**config.mk**
```make
export PLATFORM = sky130hd
export DESIGN_NAME = pli_ram
export DESIGN_NICKNAME = d
export VERILOG_FILES = /design/src/rtl/pli_ram.sv
export SDC_FILE = /design/constraint.sdc
export NUM_CORES = 2
export LEC_CHECK = 0
export BUFFER_PORTS_ARGS = -buffer_cell sky130_fd_sc_hd__clkbuf_2
export CORE_MARGIN = 8
export CORE_UTILIZATION = 30
export CTS_CLUSTER_DIAMETER = 100
export DETAILED_ROUTE_END_ITERATION = 12
export HOLD_SLACK_MARGIN = 0.06
export PLACE_DENSITY = 0.46
export SLEW_MARGIN = 0
export SYNTH_ARGS = -nofsm -noshare
export SYNTH_HDL_FRONTEND = slang
export SYNTH_SLANG_ARGS = --single-unit
```
**constraint.sdc**
```tcl
create_clock -name clk -period 5.5 [get_ports clk]
set_input_delay 0.55 -clock clk [delete_from_list [all_inputs] [get_ports clk]]
set_output_delay 0.55 -clock clk [all_outputs]
set_load 0.05 [all_outputs]
```
**src/rtl/pli_ram.sv**
```systemverilog
`default_nettype none
module pli_ram #(
    parameter int WIDTH = 64,
    parameter int DEPTH = 64
) (
    input  logic                     clk,
    input  logic                     wr_en,
    input  logic [$clog2(DEPTH)-1:0] wr_addr,
    input  logic [WIDTH-1:0]         wr_data,
    input  logic [$clog2(DEPTH)-1:0] rd_addr,
    output logic [WIDTH-1:0]         rd_data
);

    logic [WIDTH-1:0] mem [DEPTH];

    always_ff @(posedge clk)
    begin
        if (wr_en)
        begin
            mem[wr_addr] <= wr_data;
        end
        rd_data <= mem[rd_addr];
    end

endmodule
`default_nettype wire

```
==> reports/summary.txt <==
status: completed
grt ovf: 0
Detailed Route Iter0 Violations: 7522
CP max stage cell: clkbuf_2
buffers and inverters on the worst path: 2
max cap viols: 0
Worst path top cell family by delay: compound AO/OA/AOI/OAI gates
Final Hold Vio Count: 0
total die area: 545000 um^2
most frequent cells in the layout: 4096 x edfxtp_1, 1024 x mux4_2, 443 x clkbuf_16, 185 x buf_4, 168 x a22oi_1
Yosys warning count: 0
Crit Path Max Fanout: 21
Worst Max-Slew Pin Slew: 1290 ps
Pleak: 55.8 nW
VDD IR max: 270 uV
gr usage total: 17.2%
later-pin clock latency in the skew report: 1010 ps
Cells after Synth: 6598
Post-DP Area: 168000 um^2
Cell Pwr Density: 370 nW/um^2
Mapped Nets: 6676
router iterations before antenna repair: 5
initial antenna violation count: 52
CTS tree: built
antenna-violating nets left: 0
Root Buffer: clkbuf_16
Worst slew margin: 14.1%
CTS H-tree lvls: 5
FP Rows: 265
fin util: 35.0%
CTS resizes: 0
post-synthesis compound-gate area fraction: 2.48%
synth unique cells: 33
TritonCTS Buffers: 435
GP Congestion: 0.733
first-pass GRT wire length: 657 mm
layout cells sized above 1: 29.1%
Worst Clk Skew: 49.7 ps
postcts setup bufs: 0
Avg Synthesized Cell Area: 23.7 um^2
vias in the first global route: 78100
Final Cell Area: 182000 um^2
total chip power: 0.0674 W
final hold slack: 172 ps
nets@finish: 7174
Max Clk Rate: 339 MHz
I/O pin cnt: 142
most common cell after layout, fill and taps aside: edfxtp_1
Routed wire per std cell: 33.1 um
initial core utilization: 30.1%
hold buffers post-CTS: 0
final WL: 477 mm
critical path, cell by cell: clkbuf_2 -> nor2b_1 -> nand2_1 -> buf_4 -> a2bb2oi_1 -> a31oi_1 -> a211oi_1
main combinational cell family by area after synthesis: multiplexers
Period Utilization, post-route: 53.6%
Final Max Tran Viols: 0
Post-Synth Adder-Cell Area: 0%
Min-Delay Path Class: primary input to register
CP startpoint kind: primary input
Clock Pin Slew Worst Setup and Hold Paths: 60 ps
sequential share of the synthesized area: 79.5%
cell area after synthesis: 156000 um^2
Max clock buf depth: 4
Total Neg Setup Slack: 0 ps
DP Wirelength: 259 mm
DRC: 0
flops & latches, synth: 4160
Tmin final: 2950 ps
drt via density: 5.16
WP data arrival: 3780 ps
Die W: 738 um
Post-Synth Simple-Gate Area: 1.24%
Die H: 738 um
pin count of the biggest net entering global routing: 108
# setup viols final: 0
crit path kind: primary input to register
share of synthesized area spent on multiplexers: 15.6%
Area Growth Syn to Fin: 16.3%
Worst setup EP type: register
CTS Sinks: 4160
RSZ-0062 raised after global routing: no
CORE AREA: 520000 um^2
Synth Area in XOR/XNOR: 0%
Crit path required time: 6340 ps
via count: 74300
Port-buffer cells: 141
max incr delay on CP: 680 ps
==> area by class of cell <==
cell class / instances / area, um^2
Inverter: 19 / 71.3
Antenna cell: 9 / 22.5
Fill cell: 48000 / 338000
Clock buffer: 556 / 11700
Tap cell: 6942 / 8690
Clock inverter: 243 / 2100
Sequential cell: 4160 / 124000
Multi-Input combinational cell: 2049 / 30800
Timing Repair Buffer: 431 / 4230
==> per-layer routing <==
layer	vias to the layer above	GRT usage (%)	share of wire [%]	wire length, um
met5	-	0	0.014	69
met4	12	4.01	2.4	11500
met3	643	2.49	5.1	24200
met2	2174	29.4	50	238000
met1	41900	23.1	43	203000
li1	29500	-	-	-
==> worst paths after layout <==
kind	endpoint	startpoint	cells past startpoint	slack (ps)
hold reg to reg	rd_data[14]	mem[46][14]	4	840
setup / recovery	rd_data[7]	rd_addr[3]	7	2550
setup reg to reg	rd_data[7]	mem[63][7]	5	3010
hold / removal	mem[29][29]	wr_data[29]	2	170
==> per-stage QoR <==
step                std cells  setup WS [ps]
finish                  14400           2550
global route            14400           2520
CTS                     14400           2620
detailed placement      13600           1480
global placement        13600           1460
floorplan                6598            920
==> power breakdown <==
group          switching (W)  total (W)  internal [W]
clock                 0.0123     0.0287        0.0164
combinational        0.00220    0.00333       0.00113
sequential          0.000199     0.0353        0.0351
==> state kept, by name, indices dropped and copies added (netlist names) <==
signal / cells
mem: 4096
rd_data: 64
==> logic make-up after synthesis <==
group / count (synthesis)
multiplexers: 1159
flip-flops: 4160
AND/OR/NAND/NOR: 386
buffers and inverters: 389
AO/OA/AOI/OAI: 504
==> cell usage after synthesis <==
master	number	area [um^2]
buf_4	34	255
mux4_2	1024	23100
or2_2	28	175
a22o_1	88	771
buf_1	20	75.1
nand2b_1	11	68.8
clkbuf_1	140	526
nor2_1	112	420
nand4b_1	1	8.76
a31o_1	1	8.76
buf_2	170	851
nand2_1	58	218
and3_1	64	400
nand3_1	45	225
inv_1	19	71.3
or3_1	29	181
o22ai_1	83	519
buf_6	6	67.6
a2bb2oi_1	19	166
a41oi_1	26	228
nor3_1	2	10.0
nand3b_1	2	15.0
dfxtp_1	64	1280
a211oi_1	63	473
a31oi_1	18	113
o221ai_1	38	333
mux2i_1	135	1350
nor2b_1	28	175
a22oi_1	168	1260
nand4_1	2	12.5
and2_1	3	18.8
edfxtp_1	4096	123000
or3b_2	1	8.76
Power figures use the tool's default switching activity.
